--- config.mk ---
export PLATFORM = sky130hd
export DESIGN_NAME = spmb_div
export DESIGN_NICKNAME = d
export VERILOG_FILES = /design/src/rtl/core/spmb_pkg.sv /design/src/rtl/core/spmb_div.sv
export SDC_FILE = /design/constraint.sdc
export NUM_CORES = 2
export LEC_CHECK = 0
export BUFFER_PORTS_ARGS = -buffer_cell sky130_fd_sc_hd__buf_2
export CORE_ASPECT_RATIO = 1.25
export CORE_UTILIZATION = 60
export DETAILED_ROUTE_END_ITERATION = 6
export GPL_TIMING_DRIVEN = 0
export PLACE_DENSITY = 0.75
export SYNTH_ARGS = -nofsm -noshare
export SYNTH_HDL_FRONTEND = slang
export SYNTH_SLANG_ARGS = --single-unit
export TNS_END_PERCENT = 10
--- constraint.sdc ---
create_clock -name clk_i -period 4.2 [get_ports clk_i]
set_input_delay 1.05 -clock clk_i [delete_from_list [all_inputs] [get_ports clk_i]]
set_output_delay 1.05 -clock clk_i [all_outputs]
set_load 0.05 [all_outputs]
--- src/rtl/core/spmb_pkg.sv ---
// Shared types, constants and helpers for the scroll-position marker box block.
`timescale 1ns / 1ps
package spmb_pkg;

  localparam int unsigned PosW     = 17;  // signed input position
  localparam int unsigned CoordW   = 12;  // config coordinate / size
  localparam int unsigned RngW     = 16;  // range_last
  localparam int unsigned OutXyW   = 13;  // output box_x / box_y
  localparam int unsigned OutWhW   = 12;  // output box_w / box_h
  localparam int unsigned QuoW     = 13;  // quotient bits of a mapped position
  localparam int unsigned ProdW    = RngW + QuoW;  // dividend magnitude
  localparam int unsigned NStep    = QuoW;         // divider stages
  localparam int unsigned NLane    = 4;            // parallel position mappers
  localparam int unsigned LaneW    = 2;            // lane index width
  localparam int unsigned MathW    = 18;           // signed box arithmetic
  localparam int unsigned InDataW  = 40;
  localparam int unsigned OutDataW = 56;
  localparam int unsigned CfgAddrW = 3;
  localparam int unsigned CfgDataW = 16;
  localparam int unsigned NBox     = 3;

  // lane roles
  localparam logic [LaneW-1:0] LaneStart    = 2'd0;  // start, full length
  localparam logic [LaneW-1:0] LaneEnd      = 2'd1;  // end, full length
  localparam logic [LaneW-1:0] LaneSingle   = 2'd2;  // start, length - min_mark
  localparam logic [LaneW-1:0] LaneMidpoint = 2'd3;  // midpoint, length - min_mark

  typedef enum logic [CfgAddrW-1:0] {
    CfgIndX      = 3'd0,
    CfgIndY      = 3'd1,
    CfgIndWidth  = 3'd2,
    CfgIndHeight = 3'd3,
    CfgMinMark   = 3'd4,
    CfgRangeLast = 3'd5,
    CfgBackgrnd  = 3'd6
  } cfg_idx_e;

  typedef enum logic [1:0] {
    MapZero = 2'd0,
    MapFull = 2'd1,
    MapDiv  = 2'd2
  } map_kind_e;

  typedef struct packed {
    logic [CoordW-1:0] ind_x;
    logic [CoordW-1:0] ind_y;
    logic [CoordW-1:0] ind_width;
    logic [CoordW-1:0] ind_height;
    logic [CoordW-1:0] min_mark;
    logic [RngW-1:0]   range_last;
    logic              background;
  } cfg_t;

  typedef struct packed {
    logic [ProdW-1:0] rem;
    logic [QuoW-1:0]  quo;
    logic             neg;
    map_kind_e        kind;
  } lane_t;

  typedef struct packed {
    logic signed [MathW-1:0] sp;
    logic signed [MathW-1:0] ep;
    logic signed [MathW-1:0] mpos;
    logic signed [MathW-1:0] mlen;
    logic signed [MathW-1:0] lenv;
    logic                    vert;
  } res_t;

  typedef struct packed {
    logic [OutXyW-1:0] x;
    logic [OutXyW-1:0] y;
    logic [OutWhW-1:0] w;
    logic [OutWhW-1:0] h;
    logic              on;
  } box_t;

  function automatic logic signed [MathW-1:0] ext12(input logic [CoordW-1:0] v);
    return $signed({{(MathW-CoordW){1'b0}}, v});
  endfunction

endpackage

--- src/rtl/core/spmb_div.sv ---
// Pipelined restoring divider, one quotient bit per stage, four lanes.
`timescale 1ns / 1ps
module spmb_div import spmb_pkg::*; (
  input  logic              clk_i,
  input  logic              rst_ni,
  input  logic              en_i,
  input  logic [RngW-1:0]   range_last_i,
  input  logic              valid_i,
  input  logic              gt_i,
  input  lane_t             lanes_i [NLane],
  output logic              valid_o,
  output logic              gt_o,
  output lane_t             lanes_o [NLane]
);

  logic  valid_q [NStep];
  logic  gt_q    [NStep];
  lane_t st_q    [NStep][NLane];

  for (genvar s = 0; s < NStep; s++) begin : g_stage
    localparam int unsigned Bit = NStep - 1 - s;
    logic  src_valid, src_gt;
    lane_t src  [NLane];
    lane_t nxt  [NLane];

    if (s == 0) begin : g_first
      assign src_valid = valid_i;
      assign src_gt    = gt_i;
      assign src       = lanes_i;
    end else begin : g_next
      assign src_valid = valid_q[s-1];
      assign src_gt    = gt_q[s-1];
      assign src       = st_q[s-1];
    end

    always_comb begin
      logic [ProdW:0] trial;
      for (int l = 0; l < NLane; l++) begin
        nxt[l] = src[l];
        trial  = {1'b0, src[l].rem} - ((ProdW+1)'(range_last_i) << Bit);
        if (!trial[ProdW]) begin
          nxt[l].rem      = trial[ProdW-1:0];
          nxt[l].quo[Bit] = 1'b1;
        end
      end
    end

    always_ff @(posedge clk_i or negedge rst_ni) begin
      if (!rst_ni) begin
        valid_q[s] <= 1'b0;
      end else if (en_i) begin
        valid_q[s] <= src_valid;
      end
    end

    always_ff @(posedge clk_i) begin
      if (en_i) begin
        gt_q[s] <= src_gt;
        st_q[s] <= nxt;
      end
    end
  end

  assign valid_o = valid_q[NStep-1];
  assign gt_o    = gt_q[NStep-1];
  assign lanes_o = st_q[NStep-1];

endmodule

==> metrics.cfg <==
[layout]
final_cells = 14030
regArea_sq_um = 70980
final_common_cell = edfxtp_1
final_util_pct = 67.44
layout-drive-gt1-share_pct = 11.23
stdcell_area_sq_um = 140000
nFillCells = 14890
multiInputGateArea_sq_um = 52960
layout.cells.most_common_list = 2353 x edfxtp_1, 832 x ha_1, 821 x nand2_1
fin_nets = 12180
syn2layout_area_growth_pct = 11.79

[synth]
avgSynthCellArea_sq_um = 11.99
syn-instance-count = 10440
synth_seq_cells = 2366
synthesis.nets = 11530
async_flop_share_pct = 0.5495
yosysSeqAreaShare_pct = 56.70
ys.flop_type = edfxtp_1
synth_edf_count = 2353
syn_area_sq_um = 125200
yosys_warnings = 0
synth_cell_types = 102

[power]
leakagePower_nw = 52.32
p_sw_mw = 32.41
powerDensity_nw_per_um2 = 654.0
netSwitchingFraction_pct = 35.40
power_report.internal_total_mw = 59.14
ir_drop_uv = 437.2
clockPowerShare_pct = 22.2
pwr-share-comb_pct = 37.1
p_seq_share_pct = 40.7

[worst_setup_path]
path_max_fanout = 25
cp.arrival_ns = 4.84
worst-setup-path-type = input port to register
cp-start-kind = input port
critical_path_required_ns = 4.92
crit_path_end_kind = register

[detailed_routing]
routed_wl_um = 278500
dr.pass1.iters = 7
drc = 57
routedWlPerCell_um = 19.85
drtIter0Drc = 6066
wl_met1_um = 115700
wl_met2_um = 136500
via_count = 83740
top_layer = met5
wl_met3_um = 13510
via_per_inst = 5.968
ant_nets = 0

[timing]
tns_ns = 0
hold_violations = 0
setup_slack_ns = 0.07688
rsz0062_at_grt = true
worstMarginPinSlew_ns = 1.051
maxSlewHeadroom_pct = 29.64
setup_viol = 0
min_period_ns = 4.123
fin_crit_sh_pct = 98.17
slew_violations = 0
clock.fmax_mhz = 242.5
clock_skew_ns = 0.02795

[global_route]
grt_max_degree = 197
grt_pass1_vias = 82650
track_usage_pct = 26.06
antenna_found_initial = 3
grt_pass1_wl_um = 435800
gr-total-overflow = 0

[run]
maxCapViolCount = 0

[die]
coreArea_sq_um = 207500
initial_core_util_pct = 60.33
fp-row-count = 187
die-height_um = 512.7
ios = 383
die_area_sq_um = 210500
die_w_um = 410.6

[placement]
hpwl_um = 197600
dp_cells = 13600
dp_slack_ns = -1.799
port_buffers = 382
place_congestion = 0.9300
placed_area_sq_um = 132200

[clock_tree]
root_buffer = clkbuf_16
cts.clk_slew.worst_paths_ns = 0.06
cts_buffer_depth = 3
tritoncts = yes
cts_made_buffers = 226
clkSinkCount = 2366
htreeDepth = 4
clock_latency_ns = 0.89

[status]
status = finished with violations
violations = DRC

[hold_path]
hp-class = input port to register

-- what timing repair did --
item                       in CTS  in global routing
hold endpoints to repair       13                  0
setup endpoints to repair     500                376
pin swaps                       0                  1
buffers inserted                4                  4
gates resized for setup        20                 50
hold buffers                    1                  0
-- per-stage QoR --
| stage | total power, mW | hold slack, ns |
|---|---|---|
| global route | 96.69 | 0.2805 |
| CTS | 91.53 | 0.2542 |
| detailed placement | 70.94 | 0.4045 |
| finish | 91.54 | 0.3312 |
| global placement | 71.41 | 0.4000 |
| floorplan | 61.91 | 0.4003 |
-- synth_stat cells (141+ instances only) --
library cell / count / share of area [%]
a21o_1: 250 / 1.5
a21oi_1: 811 / 3.2
clkbuf_1: 152 / 0.46
edfxtp_1: 2353 / 56
ha_1: 832 / 8.3
inv_1: 274 / 0.82
mux2_2: 175 / 1.6
nand2_1: 822 / 2.5
nand2b_1: 223 / 1.1
nand3_1: 162 / 0.65
nor2_1: 820 / 2.5
nor2b_1: 141 / 0.70
nor3_1: 253 / 1.0
o21a_1: 164 / 0.98
o21ai_0: 715 / 2.9
xnor2_1: 492 / 3.4
xor2_1: 422 / 3.0
-- area by class of cell --
cell class | instances | share of cell area, %
well taps | 2740 | 2.449
multi-input cells | 7602 | 37.84
clock inverters | 155 | 1.170
flip-flops and latches | 2366 | 50.71
inverters | 274 | 0.7840
repair buffers | 428 | 2.140
plain buffers | 199 | 0.7107
diodes | 2 | 0.003576
clock buffers | 266 | 4.193
-- path summary, 6_finish.rpt --
path / from / to / slack (ns) / cells past startpoint
worst max-delay path: range_last_i[1] / st_q[1][211] / 0.08 / 14
worst max register to register: st_q[2][64] / st_q[2][253] / 0.27 / 13
min in group asynchronous: rst_ni / g_stage[4].src_valid / 0.59 / 2
worst min register to register: st_q[2][326] / st_q[2][506] / 0.40 / 0
max in group asynchronous: rst_ni / g_stage[12].src_valid / 3.37 / 2
worst min-delay path: lanes_i[48] / st_q[0][48] / 0.33 / 1
-- critical path, stage by stage --
cell        delay (ns)
buf_8             0.22
clkinvlp_4        0.15
buf_4             0.18
buf_12            0.17
fa_1              0.51
a211oi_1          0.35
o21ai_0           0.23
nand3_1           0.16
a41oi_1           0.13
o21ai_0           0.23
or3b_2            0.49
clkbuf_1          0.31
clkbuf_1          0.34
a21oi_1           0.23
-- routing by layer --
metal / GRT usage, % / up-vias
met5: 0 / -
met4: 11.88 / 2
met3: 3.301 / 613
met2: 45.05 / 2317
met1: 32.58 / 40110
li1: - / 40700
-- sequential cells by signal, indices dropped and copies added (netlist names) --
register,flops
g_stage.src_valid,12
gt_q,13
st_q,2340
valid_o,1
-- power by group through the flow --
stage / registers, mW / logic [mW] / clock network [mW]
2_1_floorplan: 37.4 / 24.5 / 0
3_3_place_gp: 39.1 / 32.3 / 0
3_5_place_dp: 37.6 / 33.3 / 0
4_1_cts: 37.2 / 33.6 / 20.8
5_1_grt: 37.7 / 37.4 / 21.6
6_report: 37.2 / 34.0 / 20.3
-- cell families after synthesis --
kind of cell               count (synthesis)  synth area share [%]
and+or+nand+nor                         3010                 11.65
AOI/OAI and AO/OA                       2591                 12.84
DFF                                     2366                 56.70
xor gates and xnor gates                 914                 6.394
adders and majority gates                884                 9.146
buffers and inverters                    473                 1.471
muxes                                    203                 1.798
(Power assumes the default switching activity.)
