[src/rtl/core/spmb_pkg.sv]
// Shared types, constants and helpers for the scroll-position marker box block.
`timescale 1ns / 1ps
package spmb_pkg;

  localparam int unsigned PosW     = 17;  // signed input position
  localparam int unsigned CoordW   = 12;  // config coordinate / size
  localparam int unsigned RngW     = 16;  // range_last
  localparam int unsigned OutXyW   = 13;  // output box_x / box_y
  localparam int unsigned OutWhW   = 12;  // output box_w / box_h
  localparam int unsigned QuoW     = 13;  // quotient bits of a mapped position
  localparam int unsigned ProdW    = RngW + QuoW;  // dividend magnitude
  localparam int unsigned NStep    = QuoW;         // divider stages
  localparam int unsigned NLane    = 4;            // parallel position mappers
  localparam int unsigned LaneW    = 2;            // lane index width
  localparam int unsigned MathW    = 18;           // signed box arithmetic
  localparam int unsigned InDataW  = 40;
  localparam int unsigned OutDataW = 56;
  localparam int unsigned CfgAddrW = 3;
  localparam int unsigned CfgDataW = 16;
  localparam int unsigned NBox     = 3;

  // lane roles
  localparam logic [LaneW-1:0] LaneStart    = 2'd0;  // start, full length
  localparam logic [LaneW-1:0] LaneEnd      = 2'd1;  // end, full length
  localparam logic [LaneW-1:0] LaneSingle   = 2'd2;  // start, length - min_mark
  localparam logic [LaneW-1:0] LaneMidpoint = 2'd3;  // midpoint, length - min_mark

  typedef enum logic [CfgAddrW-1:0] {
    CfgIndX      = 3'd0,
    CfgIndY      = 3'd1,
    CfgIndWidth  = 3'd2,
    CfgIndHeight = 3'd3,
    CfgMinMark   = 3'd4,
    CfgRangeLast = 3'd5,
    CfgBackgrnd  = 3'd6
  } cfg_idx_e;

  typedef enum logic [1:0] {
    MapZero = 2'd0,
    MapFull = 2'd1,
    MapDiv  = 2'd2
  } map_kind_e;

  typedef struct packed {
    logic [CoordW-1:0] ind_x;
    logic [CoordW-1:0] ind_y;
    logic [CoordW-1:0] ind_width;
    logic [CoordW-1:0] ind_height;
    logic [CoordW-1:0] min_mark;
    logic [RngW-1:0]   range_last;
    logic              background;
  } cfg_t;

  typedef struct packed {
    logic [ProdW-1:0] rem;
    logic [QuoW-1:0]  quo;
    logic             neg;
    map_kind_e        kind;
  } lane_t;

  typedef struct packed {
    logic signed [MathW-1:0] sp;
    logic signed [MathW-1:0] ep;
    logic signed [MathW-1:0] mpos;
    logic signed [MathW-1:0] mlen;
    logic signed [MathW-1:0] lenv;
    logic                    vert;
  } res_t;

  typedef struct packed {
    logic [OutXyW-1:0] x;
    logic [OutXyW-1:0] y;
    logic [OutWhW-1:0] w;
    logic [OutWhW-1:0] h;
    logic              on;
  } box_t;

  function automatic logic signed [MathW-1:0] ext12(input logic [CoordW-1:0] v);
    return $signed({{(MathW-CoordW){1'b0}}, v});
  endfunction

endpackage

[src/rtl/core/spmb_prep.sv]
// Input stage: position decode, midpoint and dividend products for four mappers.
`timescale 1ns / 1ps
module spmb_prep import spmb_pkg::*; (
  input  logic              clk_i,
  input  logic              rst_ni,
  input  logic              en_i,
  input  logic              valid_i,
  input  logic [PosW-1:0]   start_pos_i,
  input  logic [PosW-1:0]   end_pos_i,
  input  cfg_t              cfg_i,
  output logic              valid_o,
  output logic              gt_o,
  output lane_t             lanes_o [NLane]
);

  logic signed [PosW-1:0]  start_s, end_s, mid_s;
  logic signed [PosW:0]    sum_s;
  logic                    vert;
  logic signed [QuoW:0]    len_s, len2_s;
  logic                    valid_q, gt_q;
  lane_t                   lanes_d [NLane];
  lane_t                   lanes_q [NLane];

  function automatic lane_t make_lane(input logic signed [PosW-1:0] p,
                                      input logic signed [QuoW:0]   l,
                                      input logic [RngW-1:0]        rng);
    lane_t                r;
    logic signed [QuoW+1:0] lm2;
    logic [QuoW-1:0]      mag;
    lm2 = {l[QuoW], l} - 15'sd2;
    r.neg = lm2[QuoW+1];
    mag = r.neg ? QuoW'(-lm2) : lm2[QuoW-1:0];
    r.rem = ProdW'(p[RngW-1:0]) * ProdW'(mag);
    r.quo = '0;
    if (p <= 0) begin
      r.kind = MapZero;
    end else if (p[RngW-1:0] >= rng) begin
      r.kind = MapFull;
    end else begin
      r.kind = MapDiv;
    end
    return r;
  endfunction

  always_comb begin
    start_s = $signed(start_pos_i);
    end_s   = $signed(end_pos_i);
    sum_s   = {start_s[PosW-1], start_s} + {end_s[PosW-1], end_s};
    // halve toward zero
    mid_s   = PosW'((sum_s + {{PosW{1'b0}}, sum_s[PosW]}) >>> 1);
    vert    = cfg_i.ind_height >= cfg_i.ind_width;
    len_s   = $signed({2'b00, vert ? cfg_i.ind_height : cfg_i.ind_width});
    len2_s  = len_s - $signed({2'b00, cfg_i.min_mark});
    lanes_d[LaneStart]    = make_lane(start_s, len_s,  cfg_i.range_last);
    lanes_d[LaneEnd]      = make_lane(end_s,   len_s,  cfg_i.range_last);
    lanes_d[LaneSingle]   = make_lane(start_s, len2_s, cfg_i.range_last);
    lanes_d[LaneMidpoint] = make_lane(mid_s,   len2_s, cfg_i.range_last);
  end

  always_ff @(posedge clk_i or negedge rst_ni) begin
    if (!rst_ni) begin
      valid_q <= 1'b0;
    end else if (en_i) begin
      valid_q <= valid_i;
    end
  end

  always_ff @(posedge clk_i) begin
    if (en_i) begin
      gt_q    <= end_s > start_s;
      lanes_q <= lanes_d;
    end
  end

  assign valid_o = valid_q;
  assign gt_o    = gt_q;
  assign lanes_o = lanes_q;

endmodule

[config.mk]
export PLATFORM = sky130hd
export DESIGN_NAME = spmb_prep
export DESIGN_NICKNAME = d
export VERILOG_FILES = /design/src/rtl/core/spmb_pkg.sv /design/src/rtl/core/spmb_prep.sv
export SDC_FILE = /design/constraint.sdc
export NUM_CORES = 2
export LEC_CHECK = 0
export BUFFER_PORTS_ARGS = -buffer_cell sky130_fd_sc_hd__buf_4
export CORE_MARGIN = 3
export CORE_UTILIZATION = 55
export DETAILED_ROUTE_END_ITERATION = 16
export GPL_TIMING_DRIVEN = 0
export PLACE_DENSITY = 0.75
export SYNTH_ARGS = -nofsm -noshare
export SYNTH_HDL_FRONTEND = slang
export SYNTH_SLANG_ARGS = --single-unit
[constraint.sdc]
create_clock -name clk_i -period 1.6 [get_ports clk_i]
set_input_delay 0 -clock clk_i [delete_from_list [all_inputs] [get_ports clk_i]]
set_output_delay 0 -clock clk_i [all_outputs]
set_load 0.05 [all_outputs]
==> flow_summary.ini <==
[synthesis]
synthMuxAreaShare_pct = 0.7080
yosysWarnings = 0
ys_ff_latch = 126
avgSynthCellArea_um2 = 9.062
synth_ff_type = edfxtp_1
syn_inst = 3881
synth_edf_count = 125
seq_area_frac_synth_pct = 10.74
synth-compound-area-share_pct = 7.556
yosys.area_share.simple_pct = 15.91
ys_types = 82
synth-xor-area-share_pct = 3.960
synthAdderAreaFrac_pct = 49.76
syn_area_um2 = 35170
async_flop_share_pct = 0.7937
synth_top_family_by_area = adder cells

[cells_and_area]
n_fill_cell = 4753
final_cell_mix = inv_1, fa_1, nand2_1, buf_4, ha_1
multi_input_area_um2 = 30060
layout_commonest_cell = inv_1
final_layout_size_suffix_gt1_share_pct = 22.05
regArea_um2 = 3779
syn2layout_area_growth_pct = 23.59
finalCoreUtilization_pct = 68.78
fin_nets = 5539

[drt]
viasPerCell = 5.658
wl_per_cell_um = 21.21
drc = 0
ant_nets = 0
routed_wirelength_mm = 111.5
firstDrtPassIters = 5
drt-initial-drc-count = 2297
num_vias = 29750

[floorplan]
initial_utilization_pct = 55.65
io_pins = 297
die_x_um = 258.9
rows = 92
fp.dieArea_um2 = 67020
core_area_um2 = 63200
die_h_um = 258.9

[placed_design]
gp_congestion = 0.9726
numPortBuffers = 219
hpwl_mm = 84.60

[run_status]
status = finished, violations left
violations = negative setup slack

[timing]
fin_crit_sh_pct = 605.8
max_slew_margin_pct = 31.36
fin_crit_ps = 9693
finalClockSkew_ps = 0
maxSlewViolCount = 0
worstMarginPinSlew_ps = 1001
hold_viol_final = 0
setup_viol = 125
fmax_mhz = 103.2
final.setup.worst_slack_ps = -8093
rsz0062_at_grt = true

[clocking]
h-tree-depth = 4
clock-root-buffer = clkbuf_16
cts_sinks = 126
clk_pin_slew_ps = 60
clkLatencyLatePin_ps = 500
cts_tree = built
clockBufferDepth = 2
numCtsBuffers = 17

[grt]
grt.total_usage_pct = 33.45
grt_pass1_wl_mm = 170.5
first_global_vias = 30890
overflow = 0
grt_max_degree = 65
antenna_found_initial = 3

[critical_path]
cp-startpoint = cfg_i[29]
crit_path_frequent_cell = fa_1
crit_slowest_cell = fa_1
worstPathArrival_ps = 9930
r2r-start = valid_o
path_class = in2reg
path_max_fanout = 6
critPathLaunchType = primary input
max_stage_delay_ps = 590
end_kind = flip-flop
crit_required_ps = 1840

[job]
drv_cap = 0

[hold_path]
hold_path.startpoint = start_pos_i[16]
min_path_type = in2reg
[cells by family after synthesis]
| family | after synthesis |
|---|---|
| compound gates | 401 |
| xor+xnor | 153 |
| fa+ha+maj | 1028 |
| buf+inv | 990 |
| flops | 126 |
| mux | 24 |
| other cells | 2 |
| simple gates | 1157 |
[flip-flops by register name (all words and copies together) (netlist names)]
register and cells:
gt_o 1, lanes_o 124, valid_o 1
[cell type report]
| type | count | share of cell area [%] |
|---|---|---|
| diodes | 2 | 0.01151 |
| plain buffers | 211 | 3.653 |
| clock buffers | 17 | 0.9787 |
| clock inverters | 15 | 0.3915 |
| inverters | 778 | 6.814 |
| multi-input cells | 2847 | 69.17 |
| flip-flops and latches | 126 | 8.693 |
| well taps | 846 | 2.435 |
| repair buffers | 414 | 7.836 |
| repair inverters | 1 | 0.02015 |
[synthesized netlist by cell type (all sizes together), types with 5 or more instances]
| cell | number | area [um^2] |
|---|---|---|
| nand2b | 39 | 244.0 |
| xor2 | 40 | 350.3 |
| xnor2 | 113 | 1042 |
| o31ai | 10 | 85.08 |
| o21a | 28 | 210.2 |
| nor2b | 59 | 369.1 |
| o21ai | 73 | 365.4 |
| buf | 87 | 590.6 |
| nand4 | 14 | 87.58 |
| a21oi | 98 | 490.5 |
| nor3 | 57 | 285.3 |
| and2 | 197 | 1255 |
| nand3b | 7 | 52.55 |
| or2 | 8 | 50.05 |
| and3 | 21 | 131.4 |
| or3 | 14 | 87.58 |
| mux2i | 17 | 170.2 |
| or4 | 6 | 52.55 |
| a41oi | 5 | 43.79 |
| a31oi | 22 | 137.6 |
| mux2 | 7 | 78.83 |
| edfxtp | 125 | 3754 |
| o211ai | 13 | 97.59 |
| ha | 410 | 5130 |
| o21bai | 23 | 172.7 |
| nor4 | 25 | 156.4 |
| or3b | 5 | 46.30 |
| nor3b | 6 | 45.04 |
| nand3 | 48 | 240.2 |
| a2111oi | 6 | 52.55 |
| nand2 | 490 | 1839 |
| nor2 | 152 | 570.6 |
| clkbuf | 125 | 471.7 |
| inv | 775 | 2909 |
| fa | 618 | 12370 |
| a211oi | 22 | 170.2 |
| a21o | 60 | 450.4 |
[critical path: cells and delay by family]
family	cells	cell delay, ps
AND/OR/NAND/NOR	7	1570
multiplexers	1	310
AO/OA/AOI/OAI	14	2830
buffers and inverters	10	1110
adder cells (fa/ha/maj)	9	3590
XOR/XNOR	2	460
[timing repair]
action	in CTS	in global routing
gates resized for setup	363	163
hold buffers	5	0
pin swaps	124	91
setup endpoints to repair	125	125
setup buffers	138	52
endpoints found under the hold margin	7	0
cloned	6	1
[metrics by stage]
stage / setup slack (ps) / cells / TNS, ps / area (um^2) / hold slack [ps]
3_3_place_gp: -9967 / 5028 / -864740 / 38960 / -224.6
4_1_cts: -7780 / 5210 / -685190 / 42460 / 15.06
6_report: -8093 / 5257 / -704610 / 43470 / 78.72
2_1_floorplan: -7732 / 3963 / -658640 / 36260 / -295.6
5_1_grt: -8347 / 5256 / -737420 / 43460 / 47.99
3_5_place_dp: -10020 / 5029 / -858390 / 38990 / -224.1
[metal layers]
| metal | routed length [um] | GRT usage (%) | vias to the layer above | part of all wire, % |
|---|---|---|---|---|
| li1 | - | - | 13040 | - |
| met4 | 6955 | 16.96 | 0 | 6.2 |
| met5 | 0 | 0 | - | 0 |
| met2 | 54420 | 56.90 | 1432 | 49 |
| met3 | 9695 | 8.404 | 455 | 8.7 |
| met1 | 40450 | 39.30 | 14820 | 36 |
[worst paths after layout]
path / endpoint / slack [ps] / cells past startpoint
max in group asynchronous: valid_o / 1150 / 3
min reg2reg: valid_o / 520 / 1
max reg2reg: valid_o / 860 / 1
min in group asynchronous: valid_o / 340 / 3
min: lanes_o[135] / 80 / 3
max: lanes_o[83] / -8090 / 43
Power is not shown: default switching activity piles up to over one toggle a cycle in this logic, so the estimate is an artifact.
