[config.mk]
export PLATFORM = sky130hd
export DESIGN_NAME = spmb_out
export DESIGN_NICKNAME = d
export VERILOG_FILES = /design/src/rtl/core/spmb_pkg.sv /design/src/rtl/core/spmb_out.sv
export SDC_FILE = /design/constraint.sdc
export NUM_CORES = 1
export LEC_CHECK = 0
export BUFFER_PORTS_ARGS = -buffer_cell sky130_fd_sc_hd__buf_2
export CORE_MARGIN = 3
export CORE_UTILIZATION = 30
export CTS_BUF_LIST = sky130_fd_sc_hd__clkbuf_8
export DETAILED_ROUTE_END_ITERATION = 6
export PLACE_DENSITY = 0.51
export SYNTH_ARGS = -nofsm -noshare
export SYNTH_HDL_FRONTEND = slang
export SYNTH_SLANG_ARGS = --single-unit
[constraint.sdc]
create_clock -name clk_i -period 14 [get_ports clk_i]
set_input_delay 1.4 -clock clk_i [delete_from_list [all_inputs] [get_ports clk_i]]
set_output_delay 1.4 -clock clk_i [all_outputs]
set_load 0.02 [all_outputs]
[src/rtl/core/spmb_pkg.sv]
// Shared types, constants and helpers for the scroll-position marker box block.
`timescale 1ns / 1ps
package spmb_pkg;

  localparam int unsigned PosW     = 17;  // signed input position
  localparam int unsigned CoordW   = 12;  // config coordinate / size
  localparam int unsigned RngW     = 16;  // range_last
  localparam int unsigned OutXyW   = 13;  // output box_x / box_y
  localparam int unsigned OutWhW   = 12;  // output box_w / box_h
  localparam int unsigned QuoW     = 13;  // quotient bits of a mapped position
  localparam int unsigned ProdW    = RngW + QuoW;  // dividend magnitude
  localparam int unsigned NStep    = QuoW;         // divider stages
  localparam int unsigned NLane    = 4;            // parallel position mappers
  localparam int unsigned LaneW    = 2;            // lane index width
  localparam int unsigned MathW    = 18;           // signed box arithmetic
  localparam int unsigned InDataW  = 40;
  localparam int unsigned OutDataW = 56;
  localparam int unsigned CfgAddrW = 3;
  localparam int unsigned CfgDataW = 16;
  localparam int unsigned NBox     = 3;

  // lane roles
  localparam logic [LaneW-1:0] LaneStart    = 2'd0;  // start, full length
  localparam logic [LaneW-1:0] LaneEnd      = 2'd1;  // end, full length
  localparam logic [LaneW-1:0] LaneSingle   = 2'd2;  // start, length - min_mark
  localparam logic [LaneW-1:0] LaneMidpoint = 2'd3;  // midpoint, length - min_mark

  typedef enum logic [CfgAddrW-1:0] {
    CfgIndX      = 3'd0,
    CfgIndY      = 3'd1,
    CfgIndWidth  = 3'd2,
    CfgIndHeight = 3'd3,
    CfgMinMark   = 3'd4,
    CfgRangeLast = 3'd5,
    CfgBackgrnd  = 3'd6
  } cfg_idx_e;

  typedef enum logic [1:0] {
    MapZero = 2'd0,
    MapFull = 2'd1,
    MapDiv  = 2'd2
  } map_kind_e;

  typedef struct packed {
    logic [CoordW-1:0] ind_x;
    logic [CoordW-1:0] ind_y;
    logic [CoordW-1:0] ind_width;
    logic [CoordW-1:0] ind_height;
    logic [CoordW-1:0] min_mark;
    logic [RngW-1:0]   range_last;
    logic              background;
  } cfg_t;

  typedef struct packed {
    logic [ProdW-1:0] rem;
    logic [QuoW-1:0]  quo;
    logic             neg;
    map_kind_e        kind;
  } lane_t;

  typedef struct packed {
    logic signed [MathW-1:0] sp;
    logic signed [MathW-1:0] ep;
    logic signed [MathW-1:0] mpos;
    logic signed [MathW-1:0] mlen;
    logic signed [MathW-1:0] lenv;
    logic                    vert;
  } res_t;

  typedef struct packed {
    logic [OutXyW-1:0] x;
    logic [OutXyW-1:0] y;
    logic [OutWhW-1:0] w;
    logic [OutWhW-1:0] h;
    logic              on;
  } box_t;

  function automatic logic signed [MathW-1:0] ext12(input logic [CoordW-1:0] v);
    return $signed({{(MathW-CoordW){1'b0}}, v});
  endfunction

endpackage

[src/rtl/core/spmb_out.sv]
// Builds the rectangles and sends them out one beat each; owns the stall.
`timescale 1ns / 1ps
module spmb_out import spmb_pkg::*; (
  input  logic                clk_i,
  input  logic                rst_ni,
  input  cfg_t                cfg_i,
  input  logic                valid_i,
  input  res_t                res_i,
  output logic                en_o,
  output logic                m_axis_tvalid,
  input  logic                m_axis_tready,
  output logic [OutDataW-1:0] m_axis_tdata,
  output logic                m_axis_tlast
);

  box_t             box_d  [NBox];
  box_t             box_q  [NBox];
  logic [NBox-1:0]  mask_d, mask_q, sel, rest;
  logic [1:0]       idx;
  box_t             cur;
  logic             ok0, ok1, ok2;
  logic signed [MathW-1:0] x, y, w, h, cross_len, across0;

  function automatic box_t mk_box(input logic signed [MathW-1:0] bx,
                                  input logic signed [MathW-1:0] by,
                                  input logic signed [MathW-1:0] bw,
                                  input logic signed [MathW-1:0] bh,
                                  input logic on);
    box_t b;
    b.x  = bx[OutXyW-1:0];
    b.y  = by[OutXyW-1:0];
    b.w  = (bw > 18'sd4095) ? '1 : bw[OutWhW-1:0];
    b.h  = (bh > 18'sd4095) ? '1 : bh[OutWhW-1:0];
    b.on = on;
    return b;
  endfunction

  always_comb begin
    x         = ext12(cfg_i.ind_x);
    y         = ext12(cfg_i.ind_y);
    w         = ext12(cfg_i.ind_width);
    h         = ext12(cfg_i.ind_height);
    cross_len = res_i.vert ? w : h;
    across0   = res_i.vert ? x : y;
    if (!res_i.vert) begin
      box_d[0] = mk_box(x, y, w, h, cfg_i.background);
      ok0      = (w > 0) && (h > 0);
      box_d[1] = mk_box(res_i.mpos, across0, res_i.mlen, cross_len, !cfg_i.background);
      ok1      = (res_i.mlen > 0) && (cross_len > 0);
      box_d[2] = box_d[1];
      ok2      = 1'b0;
    end else begin
      box_d[0] = mk_box(x, y, w, res_i.sp - 18'sd1, cfg_i.background);
      ok0      = (res_i.sp != 0) && (w > 0) && (res_i.sp - 18'sd1 > 0);
      box_d[1] = mk_box(across0, res_i.mpos, cross_len, res_i.mlen, !cfg_i.background);
      ok1      = (cross_len > 0) && (res_i.mlen > 0);
      box_d[2] = mk_box(across0, res_i.mpos + res_i.mlen + 18'sd1, w,
                        h - res_i.mlen - res_i.sp - 18'sd1, cfg_i.background);
      ok2      = (res_i.ep != res_i.lenv) && (w > 0) &&
                 (h - res_i.mlen - res_i.sp - 18'sd1 > 0);
    end
    mask_d = valid_i ? {ok2, ok1, ok0} : '0;
  end

  // lowest pending rectangle goes first
  always_comb begin
    if (mask_q[0]) begin
      idx = 2'd0;
    end else if (mask_q[1]) begin
      idx = 2'd1;
    end else begin
      idx = 2'd2;
    end
    sel  = NBox'(1) << idx;
    rest = mask_q & ~sel;
    cur  = box_q[idx];
  end

  assign m_axis_tvalid = |mask_q;
  assign m_axis_tlast  = rest == '0;
  assign m_axis_tdata  = {{(OutDataW-$bits(box_t)){1'b0}},
                          cur.on, cur.h, cur.w, cur.y, cur.x};
  assign en_o          = !m_axis_tvalid || (m_axis_tready && m_axis_tlast);

  always_ff @(posedge clk_i or negedge rst_ni) begin
    if (!rst_ni) begin
      mask_q <= '0;
    end else if (en_o) begin
      mask_q <= mask_d;
    end else if (m_axis_tready) begin
      mask_q <= rest;
    end
  end

  always_ff @(posedge clk_i) begin
    if (en_o) begin
      box_q <= box_d;
    end
  end

endmodule

==> impl_metrics.tcl <==
set metrics [dict create \
    timing_worst_setup_path_type "input pin to flip-flop" \
    placed_cell_area_mm2 0.01023 \
    overflow 0 \
    timing.rr.end "mask_q[2]" \
    finalWirelength_um 25250 \
    r2r_setup_slack_ns 9.98 \
    drt-initial-drc-count 449 \
    cts_made_buffers 17 \
    drt_first_pass_iters 5 \
    setup_tns_ns 0 \
    grt_pass1_wl_um 38430 \
    synth_edf_count 138 \
    cts_resized 0 \
    start_util 0.3065 \
    seq_area_frac_synth 0.4757 \
    wl_met1_um 11280 \
    p_total_w 0.001854 \
    p_leak_nw 4.421 \
    stdcell_area_mm2 0.01057 \
    hold_slack_ns 0.7490 \
    grt_max_degree 90 \
    rsz0062_at_grt "no" \
    antenna_found_initial 0 \
    io_pins 231 \
    async_flop_share 0.02128 \
    crit_end "box_q[5]" \
    synth_flop_cell "edfxtp_1" \
    final_layout_size_suffix_gt1_frac 0.2614 \
    clock-skew-final_ns 0.01492 \
    diodes 0 \
    outcome "complete, no violations" \
    worst_skew_pair.late_latency_ns 0.44 \
    clk_pin_slew_ns 0.08 \
    wl_met2_um 12080 \
    cts_tree "done" \
    die-area_mm2 0.03166 \
    num_vias 7018 \
    worstPathMaxFanout 11 \
    fp-row-count 62 \
    tightest_slew_ns 1.034 \
    period_needed_ns 4.941 \
    htreeDepth 4 \
    drc_errors 0 \
    min_path_type "input pin to asynchronous set/reset pin" \
    yosys_register_bits 141 \
    hpwl_um 19030 \
    wl_met3_um 1580 \
    ir_drop_v 0.00006945 \
    critPathLaunch "res_i[20]" \
    syn_inst 855 \
    wl_per_cell_um 17.58 \
    mostFrequentLayoutCells "buf_2, edfxtp_1, nand2_1, o21ai_0, inv_1" \
    synthToLayoutAreaGrowth_pct 19.14 \
    die_x_um 177.9 \
    post-cts-setup-buffers 0 \
    endpoint_kind "flip-flop" \
    start_kind "input pin" \
    cts.path.max_buffers 2 \
    syn_avg_cell_area_um2 10.37 \
    track_usage 0.1610 \
    chipHeight_um 177.9 \
    ys_types 57 \
    core-area_mm2 0.02894 \
    rr_worst_depth 8 \
    cts-root-buf "clkbuf_8" \
    slew_violations 0 \
    p_per_area_mw_per_mm2 175.4 \
    cts_sinks 141 \
    r2r-start "mask_q[0]" \
    finalSetupViolCount 0 \
    gp_congestion 0.8376 \
    cp.required_ns 14.14 \
    viasPerCell 4.887 \
    fmax_ghz 0.2024 \
    relSlewSlack 0.3098 \
    hold_viol 0 \
    layout_commonest_cell "buf_2" \
    grt_pass1_vias 6795 \
    timing.final.crit_share 0.3529 \
    port_buffers 192 \
    topRoutingLayerUsed "met4" \
    yosys_warnings 0 \
    netlist_area_mm2 0.008870 \
    nets 1266 \
    hold_buffers 0 \
    cap_violations 0 \
    arrival_ns 5.08 \
    antenna_left 0 \
]
-- kinds of logic (layout without fill, tap and decap cells) --
group,count (synthesis),count (layout),share of synthesized area
and+or+nand+nor,253,253,0.1318
AOI/OAI and AO/OA,183,183,0.1210
DFF,141,141,0.4757
buffers and inverters,97,290,0.04401
muxes,75,75,0.08958
adders and majority gates,54,54,0.08718
xor gates and xnor gates,51,51,0.05036
other,1,5,0.0004228
-- per-layer routing --
layer	vias up	track usage
li1	3455	-
met1	3342	0.2182
met2	203	0.2674
met3	18	0.02717
met4	0	0.04090
met5	-	0
-- flip-flops by register name, indices dropped and copies added (netlist names) --
| name | count |
|---|---|
| mask_q | 3 |
| box_q | 138 |
-- worst max-delay path: stages --
cell	delay [ns]
buf_2	0.20
fa_1	0.60
inv_1	0.06
ha_1	0.30
a211oi_1	0.32
o211ai_1	0.21
a31o_2	0.28
o2111a_1	0.23
a211oi_1	0.20
nand4_1	0.22
a21oi_1	0.85
a21oi_1	0.19
-- cells in the mapped netlist, drive strengths merged, types with 16 or more instances --
library cell / instances / area, µm²
a21oi: 50 / 250.2
clkbuf: 26 / 97.59
edfxtp: 138 / 4144
ha: 41 / 513.0
inv: 60 / 225.2
mux2: 35 / 394.1
mux2i: 40 / 400.4
nand2: 112 / 420.4
nor2: 57 / 214.0
nor4: 16 / 115.1
o21ai: 77 / 385.4
xnor2: 26 / 227.7
xor2: 25 / 219.0
-- power by group --
part / internal, W / leakage [nW] / total, W / switching, W
clock: 0.000136 / 0.173 / 0.000292 / 0.000156
sequential: 0.000700 / 1.38 / 0.000739 / 0.0000381
combinational: 0.000268 / 2.87 / 0.000824 / 0.000556
-- how the worst min path moves through the flow --
stage / startpoint / end / slack [ns]
finish: rst_ni / mask_q[2] / 0.75
global route: rst_ni / mask_q[2] / 0.71
CTS: rst_ni / mask_q[2] / 0.71
detailed placement: mask_q[2] / mask_q[2] / 0.95
global placement: mask_q[0] / box_q[125] / 0.95
floorplan: mask_q[0] / mask_q[0] / 0.53
-- per-stage QoR --
step / util / std cells / worst slack, ns
3_5_place_dp: 0.3535 / 1405 / 8.615
5_1_grt: 0.3652 / 1436 / 8.801
6_report: 0.3652 / 1436 / 9.059
3_3_place_gp: 0.3535 / 1405 / 8.623
4_1_cts: 0.3652 / 1436 / 9.087
2_1_floorplan: - / 859 / 0.6678
-- cell type report --
| type | count | area, µm² |
|---|---|---|
| Fill cell | 2992 | 18370 |
| Multi-Input combinational cell | 621 | 4287 |
| Sequential cell | 141 | 4222 |
| Timing Repair Buffer | 199 | 1013 |
| Tap cell | 384 | 480.5 |
| Clock buffer | 17 | 234.0 |
| Inverter | 60 | 225.2 |
| Clock inverter | 14 | 106.4 |
(Power assumes the default switching activity.)
