File: src/rtl/core/spmb_pkg.sv
// Shared types, constants and helpers for the scroll-position marker box block.
`timescale 1ns / 1ps
package spmb_pkg;

  localparam int unsigned PosW     = 17;  // signed input position
  localparam int unsigned CoordW   = 12;  // config coordinate / size
  localparam int unsigned RngW     = 16;  // range_last
  localparam int unsigned OutXyW   = 13;  // output box_x / box_y
  localparam int unsigned OutWhW   = 12;  // output box_w / box_h
  localparam int unsigned QuoW     = 13;  // quotient bits of a mapped position
  localparam int unsigned ProdW    = RngW + QuoW;  // dividend magnitude
  localparam int unsigned NStep    = QuoW;         // divider stages
  localparam int unsigned NLane    = 4;            // parallel position mappers
  localparam int unsigned LaneW    = 2;            // lane index width
  localparam int unsigned MathW    = 18;           // signed box arithmetic
  localparam int unsigned InDataW  = 40;
  localparam int unsigned OutDataW = 56;
  localparam int unsigned CfgAddrW = 3;
  localparam int unsigned CfgDataW = 16;
  localparam int unsigned NBox     = 3;

  // lane roles
  localparam logic [LaneW-1:0] LaneStart    = 2'd0;  // start, full length
  localparam logic [LaneW-1:0] LaneEnd      = 2'd1;  // end, full length
  localparam logic [LaneW-1:0] LaneSingle   = 2'd2;  // start, length - min_mark
  localparam logic [LaneW-1:0] LaneMidpoint = 2'd3;  // midpoint, length - min_mark

  typedef enum logic [CfgAddrW-1:0] {
    CfgIndX      = 3'd0,
    CfgIndY      = 3'd1,
    CfgIndWidth  = 3'd2,
    CfgIndHeight = 3'd3,
    CfgMinMark   = 3'd4,
    CfgRangeLast = 3'd5,
    CfgBackgrnd  = 3'd6
  } cfg_idx_e;

  typedef enum logic [1:0] {
    MapZero = 2'd0,
    MapFull = 2'd1,
    MapDiv  = 2'd2
  } map_kind_e;

  typedef struct packed {
    logic [CoordW-1:0] ind_x;
    logic [CoordW-1:0] ind_y;
    logic [CoordW-1:0] ind_width;
    logic [CoordW-1:0] ind_height;
    logic [CoordW-1:0] min_mark;
    logic [RngW-1:0]   range_last;
    logic              background;
  } cfg_t;

  typedef struct packed {
    logic [ProdW-1:0] rem;
    logic [QuoW-1:0]  quo;
    logic             neg;
    map_kind_e        kind;
  } lane_t;

  typedef struct packed {
    logic signed [MathW-1:0] sp;
    logic signed [MathW-1:0] ep;
    logic signed [MathW-1:0] mpos;
    logic signed [MathW-1:0] mlen;
    logic signed [MathW-1:0] lenv;
    logic                    vert;
  } res_t;

  typedef struct packed {
    logic [OutXyW-1:0] x;
    logic [OutXyW-1:0] y;
    logic [OutWhW-1:0] w;
    logic [OutWhW-1:0] h;
    logic              on;
  } box_t;

  function automatic logic signed [MathW-1:0] ext12(input logic [CoordW-1:0] v);
    return $signed({{(MathW-CoordW){1'b0}}, v});
  endfunction

endpackage

File: src/rtl/core/spmb_resolve.sv
// Picks marker offset, end and length from the mapped positions.
`timescale 1ns / 1ps
module spmb_resolve import spmb_pkg::*; (
  input  logic   clk_i,
  input  logic   rst_ni,
  input  logic   en_i,
  input  cfg_t   cfg_i,
  input  logic   valid_i,
  input  logic   gt_i,
  input  lane_t  lanes_i [NLane],
  output logic   valid_o,
  output res_t   res_o
);

  logic signed [MathW-1:0] len, len2, minm, along0;
  logic signed [MathW-1:0] va, vb, vc, vd;
  logic                    vert, single, use_mid;
  res_t                    res_d, res_q;
  logic                    valid_q;

  function automatic logic signed [MathW-1:0] map_value(input lane_t ln,
                                                       input logic signed [MathW-1:0] l);
    logic signed [MathW-1:0] q;
    q = $signed({{(MathW-QuoW){1'b0}}, ln.quo});
    case (ln.kind)
      MapZero: return '0;
      MapFull: return l;
      MapDiv:  return ln.neg ? 18'sd1 - q : q + 18'sd1;
      default: return '0;
    endcase
  endfunction

  always_comb begin
    vert   = cfg_i.ind_height >= cfg_i.ind_width;
    len    = ext12(vert ? cfg_i.ind_height : cfg_i.ind_width);
    along0 = ext12(vert ? cfg_i.ind_y : cfg_i.ind_x);
    minm   = ext12(cfg_i.min_mark);
    len2   = len - minm;
    va = map_value(lanes_i[LaneStart], len);
    vb = map_value(lanes_i[LaneEnd], len);
    vc = map_value(lanes_i[LaneSingle], len2);
    vd = map_value(lanes_i[LaneMidpoint], len2);

    res_d.vert = vert;
    res_d.sp   = va;
    res_d.ep   = vb;
    res_d.mpos = along0;
    res_d.mlen = '0;
    res_d.lenv = len;
    single     = !gt_i;
    use_mid    = 1'b0;
    if (gt_i && (vb - va < minm)) begin
      if (va == 0) begin
        res_d.ep = minm;
      end else if (vb == len) begin
        res_d.sp = vb - minm;
      end else begin
        single  = 1'b1;
        use_mid = 1'b1;
      end
    end
    if (!single && res_d.ep != 0) begin
      res_d.mpos = along0 + res_d.sp;
      res_d.mlen = res_d.ep - res_d.sp;
    end
    if (single) begin
      res_d.lenv = len2;
      res_d.sp   = use_mid ? vd : vc;
      res_d.mpos = along0 + res_d.sp;
      res_d.mlen = minm;
      res_d.ep   = '0;
    end
  end

  always_ff @(posedge clk_i or negedge rst_ni) begin
    if (!rst_ni) begin
      valid_q <= 1'b0;
    end else if (en_i) begin
      valid_q <= valid_i;
    end
  end

  always_ff @(posedge clk_i) begin
    if (en_i) begin
      res_q <= res_d;
    end
  end

  assign valid_o = valid_q;
  assign res_o   = res_q;

endmodule

File: config.mk
export PLATFORM = sky130hd
export DESIGN_NAME = spmb_resolve
export DESIGN_NICKNAME = d
export VERILOG_FILES = /design/src/rtl/core/spmb_pkg.sv /design/src/rtl/core/spmb_resolve.sv
export SDC_FILE = /design/constraint.sdc
export NUM_CORES = 1
export LEC_CHECK = 0
export BUFFER_PORTS_ARGS = -buffer_cell sky130_fd_sc_hd__buf_2
export CORE_MARGIN = 2
export CORE_UTILIZATION = 37
export CTS_CLUSTER_DIAMETER = 60
export CTS_CLUSTER_SIZE = 20
export DETAILED_ROUTE_END_ITERATION = 10
export GPL_TIMING_DRIVEN = 0
export SLEW_MARGIN = 20
export SYNTH_ARGS = -nofsm -noshare
export SYNTH_HDL_FRONTEND = slang
export SYNTH_SLANG_ARGS = --single-unit
File: constraint.sdc
create_clock -name clk_i -period 2.4 [get_ports clk_i]
set_clock_uncertainty 0.15 [all_clocks]
set_input_delay 0.24 -clock clk_i [delete_from_list [all_inputs] [get_ports clk_i]]
set_output_delay 0.24 -clock clk_i [all_outputs]
set_load 0.03 [all_outputs]
==> results.cfg, run 1 <==
[clocking]
clk-insertion-delay-late_ns = 0.35
max_clock_buf_depth = 2
cts_inserted_buffers = 9
clk_pin_slew_ns = 0.07
tritoncts = yes
cts_max_level = 3
clk_root_buffer_cell = sky130_fd_sc_hd__clkbuf_16
clock_sinks = 84

[timing]
max-slew-margin-rel = 0.317
worstMarginPinSlew_ns = 1.02
setup_viol = 82
grt_setup_unrepaired = true
fin_ws_ns = -5.68
period_share = 3.37
tns_ns = -348.89
timing.final.max_slew_violations = 0
min_period_ns = 8.08
timing_hold_violations_final = 0
finalHoldWorstSlack_ns = 0.0358
fmaxAchievable_mhz = 124

[run]
max_cap_viol_count = 0

[layout]
filler_cell_count = 2866
area_growth_syn_to_layout_pct = 38.0
multi_input_comb_area_mm2 = 0.00940
nNetsFinal = 2150
ff_latch_area_mm2 = 0.00252
drive_gt1_frac = 0.348

[placement]
port_buffers = 211
hpwlAfterDp_um = 33400
gpl.final_weighted_congestion = 0.972
post-place-ws_ns = -7.35

[floorplanning]
die_width_um = 180
number_of_top_level_design_ports = 354
floorplan.rows = 64
floorplan.initialDensity = 0.375
die-height_um = 180
core_mm2 = 0.0305
floorplan_die_area_mm2 = 0.0323

[grt]
grt_start_max_net_pins = 56
grt_pass1_vias = 11800
grt_pass1_wl_um = 65600
globalRoute.totalOverflow = 0
track_usage = 0.255
antenna_found_initial = 2

[synthesis]
post_synth_main_area_contributors = sky130_fd_sc_hd__edfxtp_1 22%, sky130_fd_sc_hd__ha_1 13%, sky130_fd_sc_hd__xnor2_1 4.9%, sky130_fd_sc_hd__a21oi_1 4.7%, sky130_fd_sc_hd__nand2_1 4.6%
synth.area.mux_share = 0.0498
yosys.area_share.simple = 0.201
synthesis.area_per_instance_um2 = 7.93
synth_most_common_cell = sky130_fd_sc_hd__nand2_1
post_synth_most_frequent_cells = 139 x sky130_fd_sc_hd__nand2_1, 128 x sky130_fd_sc_hd__inv_1, 121 x sky130_fd_sc_hd__ha_1, 108 x sky130_fd_sc_hd__nor2_1, 107 x sky130_fd_sc_hd__a21oi_1
yosys_most_used_dff = sky130_fd_sc_hd__edfxtp_1
postSynthCellCount = 1441
synthXorXnorAreaFrac = 0.0705
synthArstFlopShare = 0.0119
yosys_warnings = 0
dominant_combinational_cell_family_by_area_after_synthesis = compound AO/OA/AOI/OAI gates
yosysTopAreaCell = sky130_fd_sc_hd__edfxtp_1
yosys_register_bits = 84
synth_seq_area_share = 0.220
postSynthNetCount = 1830
synth_enable_flop_cells = 83
synth_top_cell_area_share = 0.218
post_synth_instance_area_mm2 = 0.0114
post_synth_num_cell_types = 89
synth_compound_gate_area_share = 0.242
synth_fa_ha_area_frac = 0.147

[route]
drt-pass1-iter-count = 6
post_drt_wl_per_cell_um = 19.8
vias = 12400
detail_route.drc_violations = 0
drt-vias-per-instance = 5.71
postRouteAntennaNets = 0
drtIter0Drc = 1036
detailed_route_wire_length_um = 42800

[setup_path]
path_class = primary input to register
cpMostUsedCell = sky130_fd_sc_hd__buf_4
length_in_cells_of_the_worst_reg_to_reg_path = 1
end_kind = register
worstReg2RegEnd = valid_o
r2r_setup_slack_ns = 1.52
regToRegStartpoint = valid_o
data_required_critical_path_ns = 2.31
worst_setup_path_start_kind = primary input
arrival_ns = 8.00
crit_path_max_fanout = 4
critical-path-max-stage-delay_ns = 0.42
crit_slowest_cell = sky130_fd_sc_hd__fa_2

[pwr]
power.leakage_nw = 6.89
maximum_vdd_drop_mv = 0.365
power.density_cell_area_mw_per_mm2 = 633

[status]
outcome = finished, violations left
failed_checks = negative setup slack

[worst_hold_path]
hold_crit_class = primary input to async pin
-- metal layers --
layer | vias up | share of wire | GRT usage
met5 | - | 0 | 0
met4 | 0 | 0.026 | 0.0696
met3 | 74 | 0.074 | 0.0519
met2 | 502 | 0.45 | 0.414
met1 | 5875 | 0.44 | 0.343
li1 | 5915 | - | -
-- report_power, final --
group          internal (mW)  switching, mW
Clock                  0.727          0.653
Sequential              2.02          0.115
Combinational           2.61           3.85
-- logic make-up (layout without fill, tap and decap cells) --
family	Yosys count	count (layout)
AOI/OAI and AO/OA	425	425
xor gates and xnor gates	92	92
adders and majority gates	131	131
buffers and inverters	194	519
DFF	84	84
muxes	53	53
other	0	2
and+or+nand+nor	462	462
-- repair_timing --
item / 4_1_cts / 5_1_grt
pin swaps: 100 / 37
hold endpoints to repair: 2 / 0
gates cloned: 1 / 0
hold buffers: 2 / 0
resized for setup: 264 / 52
endpoints found under the setup margin: 83 / 83
buffers inserted: 84 / 15
-- worst max-delay path by stage --
stage	to	startpoint	cells past startpoint
after floorplan	res_o[29]	cfg_i[50]	44
after global placement	res_o[29]	cfg_i[50]	42
after detailed placement	res_o[51]	cfg_i[50]	41
after CTS	res_o[29]	cfg_i[52]	45
after global routing	res_o[29]	cfg_i[50]	47
final	res_o[29]	cfg_i[50]	47
-- metrics by stage --
step	utilization	power [mW]	instances	instance area (um^2)
finish	0.517	9.98	2164	15800
floorplan	-	5.97	1441	11800
detailed placement	0.439	7.47	2049	13400
CTS	0.506	9.67	2147	15400
global placement	0.438	7.41	2048	13300
global route	0.517	10.6	2163	15800
-- critical path, delay by kind of cell --
family / cells / cell delay [ns]
multiplexers: 1 / 0.25
AO/OA/AOI/OAI: 14 / 2.38
AND/OR/NAND/NOR: 11 / 1.85
XOR/XNOR: 2 / 0.24
adder cells (fa/ha/maj): 7 / 1.86
buffers and inverters: 12 / 1.16
-- cell usage in the layout, fill, tap and decap left out, types with 28 or more instances in the layout --
cell type / Yosys / final
sky130_fd_sc_hd__buf_2: 7 / 202
sky130_fd_sc_hd__nand2_1: 139 / 130
sky130_fd_sc_hd__inv_1: 128 / 104
sky130_fd_sc_hd__ha_1: 121 / 98
sky130_fd_sc_hd__nor2_1: 108 / 92
sky130_fd_sc_hd__buf_4: 8 / 89
sky130_fd_sc_hd__edfxtp_1: 83 / 83
sky130_fd_sc_hd__a21oi_1: 107 / 67
sky130_fd_sc_hd__xnor2_1: 64 / 62
sky130_fd_sc_hd__o21ai_0: 98 / 55
sky130_fd_sc_hd__nor3_1: 42 / 38
sky130_fd_sc_hd__a21oi_2: 2 / 29
sky130_fd_sc_hd__o21ai_1: 10 / 29
sky130_fd_sc_hd__nand3_1: 29 / 28
sky130_fd_sc_hd__xor2_1: 28 / 28
-- area by class of cell --
class / count / share of cell area
repair buffers: 311 / 0.130
inverters: 129 / 0.0327
flip-flops and latches: 84 / 0.160
clock inverters: 7 / 0.00404
multi-input cells: 1163 / 0.596
well taps: 396 / 0.0314
clock buffers: 9 / 0.0143
diodes: 2 / 0.000317
plain buffers: 63 / 0.0321
-- registers in the layout, summed over array words and instances (netlist names) --
signal	cells
valid_o	1
res_o	83
Power figures use the tool's default switching activity.
==> inputs of run 2 (changes only) <==
CORE_UTILIZATION = 40   (was 37)
==> results.cfg, run 2 (same netlist as run 1, synthesis figures left out) <==
[status]
outcome = finished, violations left
failed_checks = negative setup slack

[setup_path]
crit_path_max_fanout = 7
end_kind = register
arrival_ns = 8.21
data_required_critical_path_ns = 2.36
length_in_cells_of_the_worst_reg_to_reg_path = 1
regToRegStartpoint = valid_o
crit_slowest_cell = sky130_fd_sc_hd__fa_2
path_class = primary input to register
critical_path_buf_inv_count = 10
worstReg2RegEnd = valid_o
critical-path-max-stage-delay_ns = 0.40
worst_setup_path_start_kind = primary input
worst_path_dominant_cell_family = compound AO/OA/AOI/OAI gates
r2r_setup_slack_ns = 1.51

[placement]
gpl.final_weighted_congestion = 0.945
place_inst = 2031
port_buffers = 211
post-place-ws_ns = -7.21
hpwlAfterDp_um = 32100

[timing]
tns_ns = -361.64
timing.final.max_slew_violations = 0
fin_ws_ns = -5.85
min_period_ns = 8.25
grt_setup_unrepaired = true
worstMarginPinSlew_ns = 1.05
period_share = 3.44
max-slew-margin-rel = 0.292
fmaxAchievable_mhz = 121
timing_hold_violations_final = 0
setup_viol = 82

[pwr]
register_share_of_total_power = 0.201
finalPower_mw = 10.5
maximum_vdd_drop_mv = 0.402
net-switching-power_mw = 4.80
p_int_mw = 5.75
power_share_of_the_clock_group = 0.138
power.density_cell_area_mw_per_mm2 = 644
combinationalPowerShare = 0.661
power.leakage_nw = 7.18
sw_frac_of_total = 0.455

[clocking]
tritoncts = yes
clk_root_buffer_cell = sky130_fd_sc_hd__clkbuf_16
clk_pin_slew_ns = 0.06
max_clock_buf_depth = 2
cts_inserted_buffers = 9
cts_max_level = 3
clk-insertion-delay-late_ns = 0.35
clock_sinks = 84

[floorplanning]
floorplan.rows = 61
die_width_um = 173
core_mm2 = 0.0279
die-height_um = 173
floorplan.initialDensity = 0.409
number_of_top_level_design_ports = 354
floorplan_die_area_mm2 = 0.0300

[layout]
final_cell_count_no_fill = 2198
post_route_utilization = 0.586
layout.cells.most_common_list = 201 x sky130_fd_sc_hd__buf_2, 136 x sky130_fd_sc_hd__buf_4, 129 x sky130_fd_sc_hd__nand2_1
area_growth_syn_to_layout_pct = 43.2
nNetsFinal = 2202
layout_commonest_cell = sky130_fd_sc_hd__buf_2
drive_gt1_frac = 0.382
largest_register_ffs = 83

[route]
drt-vias-per-instance = 5.75
vias = 12600
drt-pass1-iter-count = 7
postRouteAntennaNets = 0
detailed_route_wire_length_um = 43200
detail_route.drc_violations = 0
drtIter0Drc = 1173
post_drt_wl_per_cell_um = 19.7

[grt]
track_usage = 0.272
grt_start_max_net_pins = 60
globalRoute.totalOverflow = 0
antenna_found_initial = 2
grt_pass1_vias = 11800
grt_pass1_wl_um = 64600

[worst_hold_path]
hold_crit_class = primary input to async pin

[run]
max_cap_viol_count = 0
==> run 2: cell count changes in the layout (fill, tap and decap cells not counted), sizes merged <==
cell | before | now
bufinv | 0 | 1
clkinv | 0 | 2
buf | 332 | 385
clkinvlp | 2 | 1
inv | 134 | 131
==> run 2: worst max path at each step <==
stage | from | end | cells past startpoint
4_1_cts | cfg_i[52] | res_o[29] | 44
5_1_grt | cfg_i[47] | res_o[51] | 51
2_1_floorplan | cfg_i[50] | res_o[29] | 44
6_report | cfg_i[51] | res_o[51] | 51
3_5_place_dp | cfg_i[50] | res_o[51] | 47
3_3_place_gp | cfg_i[50] | res_o[51] | 47
==> run 2: layer usage <==
| layer | GRT usage | routed length (um) | vias up |
|---|---|---|---|
| li1 | - | - | 6024 |
| met1 | 0.371 | 18800 | 5930 |
| met2 | 0.430 | 19400 | 563 |
| met3 | 0.0517 | 3530 | 113 |
| met4 | 0.0971 | 1520 | 0 |
| met5 | 0 | 0 | - |
==> run 2: repair_timing <==
item                                   CTS  global route
gates resized for setup                229           132
pin swaps                              107            94
cloned                                   1             0
endpoints found under the hold margin    2             0
hold buffers                             2             0
buffers inserted                        99            56
setup endpoints to repair               83            83
==> run 2: layout make-up <==
type	instances	area (um^2)
clock inverter	6	71.3
timing repair buffer	365	2490
tap	378	473
fill	2470	11600
sequential	84	2520
antenna	2	5.00
clock buffer	10	229
multi-input combinational	1163	9590
inverter	129	529
buffer	61	463
==> run 2: through the flow <==
stage / cell area, um^2 / hold WS (ns)
final: 16400 / 0.0384
after global routing: 16400 / 0.0444
after CTS: 15400 / 0.0275
after detailed placement: 13400 / -0.134
after global placement: 13300 / -0.135
after floorplan: 11800 / -0.206
==> run 2: power by group through the flow <==
stage                     Clock [mW]  Combinational (mW)  Sequential [mW]
final                           1.45                6.97             2.12
after global placement             0                5.24             2.16
after global routing            1.51                7.45             2.15
after CTS                       1.47                6.25             2.12
after floorplan                    0                3.24             2.73
after detailed placement           0                5.29             2.15
